==> config.mk <==
export PLATFORM = sky130hd
export DESIGN_NAME = rrb_ctrl
export DESIGN_NICKNAME = d
export VERILOG_FILES = /design/src/hw/rtl/rrb_pkg.sv /design/src/hw/rtl/rrb_ctrl.sv
export SDC_FILE = /design/constraint.sdc
export NUM_CORES = 1
export LEC_CHECK = 0
export BUFFER_PORTS_ARGS = -buffer_cell sky130_fd_sc_hd__buf_2
export CELL_PAD_IN_SITES_DETAIL_PLACEMENT = 0
export CELL_PAD_IN_SITES_GLOBAL_PLACEMENT = 2
export CORE_MARGIN = 1
export CORE_UTILIZATION = 20
export CTS_CLUSTER_DIAMETER = 120
export DETAILED_ROUTE_END_ITERATION = 8
export MAX_ROUTING_LAYER = met4
export PLACE_DENSITY_LB_ADDON = 0.1
export REMOVE_ABC_BUFFERS = 1
export SLEW_MARGIN = 20
export SYNTH_ARGS = -nofsm -noshare
export SYNTH_HDL_FRONTEND = slang
export SYNTH_SLANG_ARGS = --single-unit
==> constraint.sdc <==
create_clock -name clock -period 1.19 [get_ports clock]
set_input_delay 0.1785 -clock clock [delete_from_list [all_inputs] [get_ports clock]]
set_output_delay 0.1785 -clock clock [all_outputs]
set_load 0.02 [all_outputs]
==> src/hw/rtl/rrb_pkg.sv <==
`timescale 1ns / 1ps
// ----------------------------------------------------------------------------
// rrb_pkg: shared types and constants of the raster rectangle blitter
// Store geometry, field widths, command kinds, CSR indexes, controller states
// and the command/status bundles between controller and datapath.
// ----------------------------------------------------------------------------
package rrb_pkg;

   localparam int MAX_WIDTH  = 1024;
   localparam int MAX_HEIGHT = 1024;
   localparam int XW         = $clog2(MAX_WIDTH);
   localparam int YW         = $clog2(MAX_HEIGHT);
   localparam int ADDR_W     = XW + YW;
   localparam int DEPTH      = MAX_WIDTH * MAX_HEIGHT;

   localparam int FLD_W      = 12;   // coordinate and size fields
   localparam int CRD_W      = 13;   // coordinates after offsets and sums
   localparam int REG_DIM_W  = 11;   // active width / height registers
   localparam int COLOR_W    = 32;
   localparam int ROWS_W     = 13;   // signed scroll amount
   localparam int CSR_IDX_W  = 2;
   localparam int CSR_DATA_W = 32;

   localparam logic [REG_DIM_W-1:0] RESET_WIDTH  = 11'd1024;
   localparam logic [REG_DIM_W-1:0] RESET_HEIGHT = 11'd768;

   typedef enum logic [2:0] {
      KIND_HLINE, KIND_VLINE, KIND_OUTLINE, KIND_FILL,
      KIND_COPY, KIND_SCROLL, KIND_READ, KIND_WRITE
   } kind_type;

   typedef enum logic [CSR_IDX_W-1:0] {
      CSR_FB_PRESENT, CSR_ACTIVE_WIDTH, CSR_ACTIVE_HEIGHT, CSR_BLANK_COLOR
   } csr_index_type;

   typedef enum logic [3:0] {
      ST_IDLE, ST_DECODE, ST_LOAD, ST_CHECK, ST_FILL,
      ST_CP_RD, ST_CP_WR, ST_PX_RD, ST_PX_CAP, ST_RESP
   } state_type;

   typedef struct packed {
      logic accept;     // latch a new transaction
      logic load_pass;  // clip and load the current pass
      logic next_pass;  // advance the pass index
      logic step;       // advance the walker by one pixel
      logic src_rd;     // read the copy source pixel
      logic dst_wr;     // write the destination pixel
      logic px_rd;      // read the single pixel of a read command
      logic px_cap;     // capture the read result
   } dp_cmd_type;

   typedef struct packed {
      logic fb_present;
      logic is_read;
      logic pass_empty;
      logic pass_last;
      logic pass_copy;
      logic walk_done;
   } dp_status_type;

endpackage

==> src/hw/rtl/rrb_ctrl.sv <==
`timescale 1ns / 1ps
// ----------------------------------------------------------------------------
// rrb_ctrl: blitter sequencer
// Accepts commands, runs each pass of a command through the datapath walker
// and presents the single response.
// ----------------------------------------------------------------------------
module rrb_ctrl import rrb_pkg::*; (
   input  logic          clock,
   input  logic          reset,
   input  logic          req_valid,
   output logic          req_ready,
   output logic          rsp_valid,
   input  logic          rsp_ready,
   input  dp_status_type status,
   output dp_cmd_type    cmd
);

   state_type state_ff, state_in;

   always_ff @(posedge clock) begin
      if (reset) begin
         state_ff <= ST_IDLE;
      end else begin
         state_ff <= state_in;
      end
   end

   always_comb begin
      state_in  = state_ff;
      cmd       = '0;
      req_ready = 1'b0;
      rsp_valid = 1'b0;
      case (state_ff)
         ST_IDLE: begin
            req_ready = 1'b1;
            if (req_valid) begin
               cmd.accept = 1'b1;
               state_in   = ST_DECODE;
            end
         end
         ST_DECODE: begin
            if (!status.fb_present) begin
               state_in = ST_RESP;
            end else if (status.is_read) begin
               state_in = ST_PX_RD;
            end else begin
               state_in = ST_LOAD;
            end
         end
         ST_LOAD: begin
            cmd.load_pass = 1'b1;
            state_in      = ST_CHECK;
         end
         ST_CHECK: begin
            if (status.pass_empty) begin
               if (status.pass_last) begin
                  state_in = ST_RESP;
               end else begin
                  cmd.next_pass = 1'b1;
                  state_in      = ST_LOAD;
               end
            end else if (status.pass_copy) begin
               state_in = ST_CP_RD;
            end else begin
               state_in = ST_FILL;
            end
         end
         ST_FILL: begin
            cmd.dst_wr = 1'b1;
            cmd.step   = 1'b1;
            if (status.walk_done) begin
               if (status.pass_last) begin
                  state_in = ST_RESP;
               end else begin
                  cmd.next_pass = 1'b1;
                  state_in      = ST_LOAD;
               end
            end
         end
         ST_CP_RD: begin
            cmd.src_rd = 1'b1;
            state_in   = ST_CP_WR;
         end
         ST_CP_WR: begin
            cmd.dst_wr = 1'b1;
            cmd.step   = 1'b1;
            if (status.walk_done) begin
               if (status.pass_last) begin
                  state_in = ST_RESP;
               end else begin
                  cmd.next_pass = 1'b1;
                  state_in      = ST_LOAD;
               end
            end else begin
               state_in = ST_CP_RD;
            end
         end
         ST_PX_RD: begin
            cmd.px_rd = 1'b1;
            state_in  = ST_PX_CAP;
         end
         ST_PX_CAP: begin
            cmd.px_cap = 1'b1;
            state_in   = ST_RESP;
         end
         ST_RESP: begin
            rsp_valid = 1'b1;
            if (rsp_ready) begin
               state_in = ST_IDLE;
            end
         end
         default: begin
            state_in = ST_IDLE;
         end
      endcase
   end

   a_no_overlap: assert property (@(posedge clock) disable iff (reset)
      !(req_ready && rsp_valid))
      else $error("accepting while a response is pending");

   a_copy_pair: assert property (@(posedge clock) disable iff (reset)
      state_ff == ST_CP_RD |=> state_ff == ST_CP_WR)
      else $error("copy read not followed by its write");

   a_accept_decode: assert property (@(posedge clock) disable iff (reset)
      cmd.accept |=> state_ff == ST_DECODE)
      else $error("accepted transaction not decoded");

   a_read_capture: assert property (@(posedge clock) disable iff (reset)
      state_ff == ST_PX_RD |=> cmd.px_cap)
      else $error("pixel read not captured");

endmodule

Word level (Yosys, flattened, before mapping)
Index checks and enable logic that the tools add are counted.

Reductions and logical operators: 3. Mux-type cells: 23. Equality and inequality tests: 12.

Operators with widths (count): $pmux 4 s10 (1); $mux 4 (7); $eq 4x3->1 const B (4); $mux 1 (13); $eq 4x2->1 const B (2); $eq 4x4->1 const B (2); $ne 2x2->1 const B (3); $eq 4x1->1 const B (1); $logic_not 4->1 (1); $mux 3 (1); $reduce_and 3->1 (1); $pmux 1 s2 (1); $reduce_or 2->1 (1).

Input bits: 10. Logic and storage cells: 39. Register bits after elaboration: 4.

Logic depth before layout (Yosys ltp)
Gate-level depths: netlist of run 1.

Word-level depth: 3. Depth in mapped cells: 6.

Least setup slack after synthesis of run 1
Ideal clock, no wire load.

Kind: register to output. Start point: register state_ff[2]. End point: output cmd[7] (netlist name). Slack: -0.587 ns. Buffers on the path: 2. Stages on the path, launching flop included: 5. Arrival: 1.599 ns. Data required time: 1.012 ns. Cell sequence: dfxtp_1 buf_2 buf_2 nor4_1 and2_1.

RTL lines: from (decl) (line rrb_ctrl.sv:18) `state_type state_ff, state_in;`; from (signal assigned) (line rrb_ctrl.sv:24) `state_ff <= state_in;`; to (decl) (line rrb_ctrl.sv:15) `output dp_cmd_type cmd`.

==> results of run 1 <==
==> kinds of logic (layout without fill, tap and decap cells) <==
kind of cell,after synthesis,count (layout),synth area share (%)
simple gates,29,29,37.61
compound gates,18,18,29.53
buf+inv,9,51,12.53
flops,4,4,17.83
mux,1,1,2.507
==> metrics by stage <==
stage	utilization, %	setup TNS [ns]	hold slack [ns]
3_3_place_gp	33.70	-0.8177	0.3907
3_5_place_dp	33.70	-0.9050	0.3938
6_report	46.94	-2.070	0.1296
2_1_floorplan	-	-2.891	0.2553
5_1_grt	46.94	-2.661	0.1421
4_1_cts	41.73	-2.187	0.1291
==> power by group through the flow <==
stage	clock (mW)	combinational, mW	sequential (mW)
after CTS	0.180	0.927	0.262
after floorplan	0	0.350	0.252
after global routing	0.187	1.18	0.293
after detailed placement	0	0.728	0.234
after global placement	0	0.738	0.230
final	0.175	1.11	0.283
==> Yosys cell counts, drive strengths merged <==
master	n
a2bb2oi	1
a211oi	1
o22a	1
nor3b	3
buf	6
a21o	2
o21ai	2
or3	2
a2111oi	1
nor2	7
dfxtp	4
o211a	1
o221a	1
nor4	1
mux2	1
a21oi	5
o22ai	1
and2	1
nor3	2
nand3	2
a22oi	1
and3	1
nand2	3
inv	3
nor2b	1
nor4b	1
o311a	1
nand2b	5
==> timing repair <==
item | 4_1_cts | 5_1_grt
pin swaps | 7 | 7
gates resized for setup | 31 | 21
hold buffers | 0 | 0
endpoints found under the setup margin | 14 | 14
setup buffers | 5 | 2
==> cell type report <==
type                       instances  area share [%]
inverter                           3           1.436
clock buffer                       3           2.350
multi-input combinational         48           43.47
timing repair buffer              45           39.30
tap                               27           3.525
sequential                         4           9.922
==> worst max-delay path: stages (launching register included) <==
cell,delay (ns)
sky130_fd_sc_hd__dfxtp_4,0.39
sky130_fd_sc_hd__buf_6,0.13
sky130_fd_sc_hd__o22a_1,0.22
sky130_fd_sc_hd__nor3_2,0.11
sky130_fd_sc_hd__buf_4,0.16
==> worst min-delay path by stage <==
| stage | end | cells past startpoint | slack, ns | from |
|---|---|---|---|---|
| 6_report | state_ff[2] | 2 | 0.13 | reset |
| 5_1_grt | state_ff[2] | 2 | 0.14 | reset |
| 4_1_cts | state_ff[2] | 2 | 0.13 | reset |
| 3_5_place_dp | state_ff[2] | 2 | 0.39 | reset |
| 3_3_place_gp | state_ff[2] | 2 | 0.39 | reset |
| 2_1_floorplan | state_ff[2] | 1 | 0.26 | reset |
==> routing by layer <==
layer	vias to the layer above	part of all wire, %	global-route usage (%)
met5	-	0	-
met4	0	0	4.286
met3	0	3.5	3.738
met2	16	54	23.97
met1	302	43	16.57
li1	311	-	-
==> run summary, run 1 <==
The run finished, with violations left. The final reports fail on setup timing. The top achievable clock speed came out at 702.2 MHz. The detailed-route DRC error count is 0. The largest registers in the layout are state_ff x4.

Compared with the post-synthesis result, the final layout area differs by 113.4%. The reported max-cap violation count is 0. The CTS tree is built. The worst slew margin relative to its limit came out at 79.13%. The HPWL after detailed placement is 1134 µm. state_ff holds more flip-flops than any other register. In this run the power density over the cells is 1635 nW/µm². The share of Yosys cell area claimed by the top area cell type came out at 17.83%. Summing all flip-flop and latch instances after layout gives between 90 and 100 µm². Of all nets on the critical path, the largest fanout is 8. The setup clock skew after layout is just under 0.007 ns. The number of flip-flops under the largest register name is 4. The die extent in y is 49.39 µm. The floorplan has 16 rows.

The area after detailed placement is 688.2 µm². In this run the number of H-tree levels came out at 1. The total setup violations reported at the end of the flow came out at 13. The detail-routed via count per cell came out at 4.838.

Dividing the final minimum period by the clock period gives 119.7%. After clock tree synthesis, the clock-pin slew on the worst setup and hold paths is approximately 0.04 ns. In this run the critical register-to-register path is launched from state_ff[0]. The sequential fraction of the synthesis area came out at between 10% and 20%. The post-detailed-routing wire length is 1665 µm.

In this run the deepest clock path goes through 2 buffers. The via count of the routed design came out at 629. The synthesized design spends more area on one cell type than any other, namely sky130_fd_sc_hd__dfxtp_1. The worst setup path category is reg -> out. The number of warnings reported in the yosys synthesis log is 0. The post-route netlist has 69.90% of its cells at a drive strength greater than 1. TritonCTS created 3 clock buffers. Before CTS, the worst setup slack after placement is -0.1474 ns. The area occupied by multi-input gates is 416.7 µm².

The weighted congestion reported at the end of routability-driven placement is 0.7287. The internal power is 946.4 µW. The post-layout worst setup margin came out at -0.2340 ns. The mapped cell area came out at 449.2 µm². The first-pass GRT wire length is 2594 µm. The synthesized instance count is 61.

The antenna violation net count after detailed routing came out at 0. At the later pin of the worst-skew pair, clock insertion delay measures between 0.2 and 0.25 ns. The number of ports placed on the die boundary came out at 20. Setup repair after global routing could not meet its margin everywhere. The sum of overflow across all layers after global routing is 0.

The net switching component of the power came out at roughly 620 µW. STA classifies the critical path startpoint as a flop. The total core area came out at ~2000 µm². The initial utilization of the core area, before any placement, comes to 22.00%. In this run the tool buffered the top-level ports with 19 buffer cells. In the layout the commonest cells are 22 x sky130_fd_sc_hd__buf_4, 13 x sky130_fd_sc_hd__buf_6, 9 x sky130_fd_sc_hd__buf_2. The register-to-register path setup slack came out at -0.15 ns.

The mean instance size in the synthesized netlist came out at approximately 7.4 µm². The clock net in this run drives a total of 4 sinks. The number of optimization iterations in the first detailed-route pass is 4.

VDD sags by at most between 1 and 1.5 mV. The area of the die came out at 2439 µm². Ranked by total cell area, the synthesized netlist is headed by sky130_fd_sc_hd__dfxtp_1 18%, sky130_fd_sc_hd__nand2b_1 7.0%, sky130_fd_sc_hd__nor2_1 5.8%. For the worst setup path, the data arrival time is 1.25 ns. The most critical setup path has its endpoint at cmd[5]. The number of global-route vias before repair is 594.

The critical path launch point is state_ff[0]. The hold violation total from the final report is 0. The transition time of the tightest slew-check pin is approximately 0.31 ns. In this run, the clock network consumes ~11% of the power. The sequential fraction of design power is 18.1%. The min-delay analysis places its worst path in the category in -> reg.

The final cell count without fillers came out at 130. In this run the critical register-to-register path is captured at state_ff[1]. The static leakage is 0.4117 nW.

The number of antenna cells inserted came out at 0. The all-layer global routing usage came out at 14.29%. Data on the critical path is required at its endpoint by ~1 ns. The final non-filler cell area came out at 958.4 µm². The portion of total power attributed to combinational logic came out at between 70% and 80%. The count of cells along the worst register-to-register path came out at 6.

The initial antenna violation count is 0. Synthesis inferred 4 register bits. The clock root buffer is sky130_fd_sc_hd__clkbuf_4. The number of pins with negative max-slew slack in the final report came out at 0. STA classifies the critical path endpoint as an output port. The library cell used most frequently in the layout, excluding fill and tap cells, is sky130_fd_sc_hd__buf_4. The number of filler instances in the final layout is 223. The maximum number of pins on one net before global-route repair is 9.

The clock period minus final worst setup slack came out at approximately 1.4 ns. The average wire per standard cell is roughly 13 µm. The horizontal extent of the die came out at 49.39 µm. The initial DRC count came out at 5. The number of instances in the placed design came out at 120. The final net count is 115. Net switching is 39.60% of the power.

The count of different cell masters after synthesis is 33. Summing internal, switching and leakage power gives approximately 1.6 mW.
No activity file was read; power rests on OpenSTA's default activity.
==> run 2, diff against run 1 <==
REMOVE_ABC_BUFFERS = unset   (was 1)
==> run summary, run 2 (synthesized netlist as in run 1, its figures left out) <==
The internal portion of the total power is 941.2 µW. The final cell count without fillers is approximately 130. The run finished, with violations left.

The switching share of total power is between 30% and 40%. The hold violation total from the final report came out at 0. Measured against its own limit, the worst slew margin works out to 70.86%. The total of buffers placed on input and output ports is 19.

In this run the critical register-to-register path is launched from state_ff[0]. The worst setup path category is reg -> out. The die is 49.39 µm wide. The path class of the lowest-slack min-delay path is in -> reg.

The area occupied by multi-input gates came out at 442.9 µm². For hold timing, the worst endpoint is state_ff[2]. After detailed placement, the design holds a cell count of 119. Ranked by flip-flop count, first place goes to state_ff. The sum of overflow across all layers after global routing came out at 0. The largest single stage delay on the critical path is 0.36 ns.

The number of clock buffers added by TritonCTS is 3. The setup clock skew after layout came out at 0.001050 ns. Synthesis produced a netlist with a net count of between 70 and 80. The initial antenna violation count came to 0. The signal on the critical path passes through buf_12, nor4_4, and2_4, buf_6.

The reported max-cap violation count is 0. The routed layout has just under 600 vias. The later pin in the worst-skew pair is clocked with a latency of 0.23 ns. During I/O placement, the number of pins put on the boundary was 20. In the layout the commonest cells are 18 x sky130_fd_sc_hd__buf_4, 14 x sky130_fd_sc_hd__buf_6, 10 x sky130_fd_sc_hd__buf_2. The number of pins with negative max-slew slack in the final report came to 0. The commonest non-fill, non-tap cell in the layout is sky130_fd_sc_hd__buf_4. The CTS tree is built. Among cell families on the critical path, the largest total delay comes from simple AND/OR/NAND/NOR gates.

The fraction of power consumed by the clock network is 10.4%. The ratio of total power to cell area is 1587 nW/µm². The detail route stage leaves a number of antenna-violating nets equal to 0.

The clock sink total is 4. The average wire per standard cell came out at 12.56 µm. The final non-filler cell area is 988.4 µm². The clock transition at the registers of the reported paths came out at 0.04 ns. The maximum fanout along the worst path came out at 6. The register with the most flip-flops in the layout has 4 of them. Across all register-to-register paths, the minimum setup slack is -0.13 ns. The number of optimization iterations in the first detailed-route pass is 2. The post-layout worst setup margin is -0.2562 ns. The initial DRC count is 8. The transition time of the tightest slew-check pin came out at between 0.4 and 0.5 ns.

The hold-critical path depth is 2. The largest registers in the layout are state_ff x4. The clock period minus final worst setup slack came out at 1.446 ns. The post-layout total power is around 1.6 mW. The count of buffering cells on the critical path with inverters included is 2. Static timing analysis puts the maximum clock frequency at 691.5 MHz. Setup repair after global routing could not meet its margin everywhere. The startpoint identified for the worst hold timing path is reset. The worst setup path is captured at an output port.

The slowest stage of the critical path is the sky130_fd_sc_hd__dfxtp_4 cell. The H-tree level count came out at 1. The count of cells along the worst register-to-register path is 6.

STA classifies the critical path startpoint as a flop. The weighted congestion reported at the end of routability-driven placement came out at 0.7415. The area after detailed placement is 744.5 µm². The final net count is 114. Data on the critical path is required at its endpoint by 1.01 ns. The share of the cycle needed by the critical path after routing came out at 121.5%.

The endpoint identified for the worst register-to-register timing path is state_ff[1]. The share of total power dissipated in combinational logic is 72.9%. The synthesis-to-finish area growth came out at 120.1%.

In this run, flip-flops and latches consume 16.7% of the power. The minimum setup slack after placement came out at -0.1462 ns. The net switching component of the power came out at approximately 630 µW. The detail-routed via count per cell came out at 4.612. The maximum clock insertion buffer count came out at 2. The post-detailed-routing wire length is 1620 µm. The static leakage came out at 0.4278 nW. The die covers 2439 µm². The detailed-route DRC error count came out at 0.

Once detailed placement completed, the half-perimeter wirelength came to between 1000 and 1500 µm. Global routing used between 10% and 20% of the available tracks across all layers. Fill cells in the final layout number about 210.

0 antenna diodes ended up in the layout. The final reports fail on setup timing. The count of standard-cell rows is 16. The total core area came out at between 2000 and 2500 µm². The signal arrival time at the worst endpoint came out at around 1.3 ns. The post-route netlist has 72.55% of its cells at a drive strength greater than 1. The number of global-route vias before repair is 606. Entering global routing, the biggest net connects 11 pins. The tree is rooted in a sky130_fd_sc_hd__clkbuf_4. The initial core utilization came out at 22.00%. The highest ir drop seen on vdd is ~0.72 mV. The area occupied by registers came out at 92.59 µm². The total setup violations reported at the end of the flow is 14. The first-pass GRT wire length is around 2600 µm. The floorplan step set the die height to 49.39 µm.
-- run 2: layout make-up --
class,count,share of cell area [%]
sequential,4,9.367
inverter,3,1.392
timing repair buffer,44,38.73
multi-input combinational,48,44.81
tap,27,3.418
clock buffer,3,2.278
-- run 2: worst register-to-register path: stages (launching register included) --
cell                      delay [ns]
sky130_fd_sc_hd__dfxtp_4        0.42
sky130_fd_sc_hd__buf_6          0.14
sky130_fd_sc_hd__buf_6          0.09
sky130_fd_sc_hd__inv_4          0.03
sky130_fd_sc_hd__or3_4          0.35
sky130_fd_sc_hd__o221a_1        0.14
sky130_fd_sc_hd__nor2_1         0.08
-- run 2: power groups by stage --
stage	registers, mW	clock network [mW]	logic (mW)
finish	0.262	0.163	1.14
CTS	0.249	0.171	1.00
global route	0.269	0.175	1.22
global placement	0.266	0	0.841
floorplan	0.213	0	0.567
detailed placement	0.263	0	0.837
-- run 2: timing repair --
action	CTS	global route
gates resized for setup	24	23
setup endpoints to repair	13	14
hold endpoints to repair	0	0
buffers inserted	5	2
pin swaps	4	7
hold buffers	0	0
-- run 2: layer usage --
layer / GRT usage, % / share of wire, %
met1: 17.16 / 47
met2: 23.74 / 50
met3: 0.9346 / 2.6
met4: 5.714 / 0
met5: - / 0
-- run 2: worst max path at each step --
stage / from / end / cells after the start
final: state_ff[1] / cmd[7] / 4
after global routing: state_ff[0] / cmd[7] / 4
after CTS: state_ff[0] / cmd[7] / 4
after detailed placement: state_ff[0] / state_ff[0] / 4
after global placement: state_ff[0] / state_ff[1] / 5
after floorplan: state_ff[1] / cmd[7] / 3
-- run 2: per-stage QoR --
stage                     util [%]  setup TNS (ns)  hold slack, ns
after floorplan                  -         -0.2363          0.2553
after global placement       36.46         -0.5938          0.3875
after detailed placement     36.46         -0.5599          0.3828
after CTS                    42.83          -2.398          0.1368
after global routing         48.41          -2.890          0.1341
final                        48.41          -2.160          0.1351
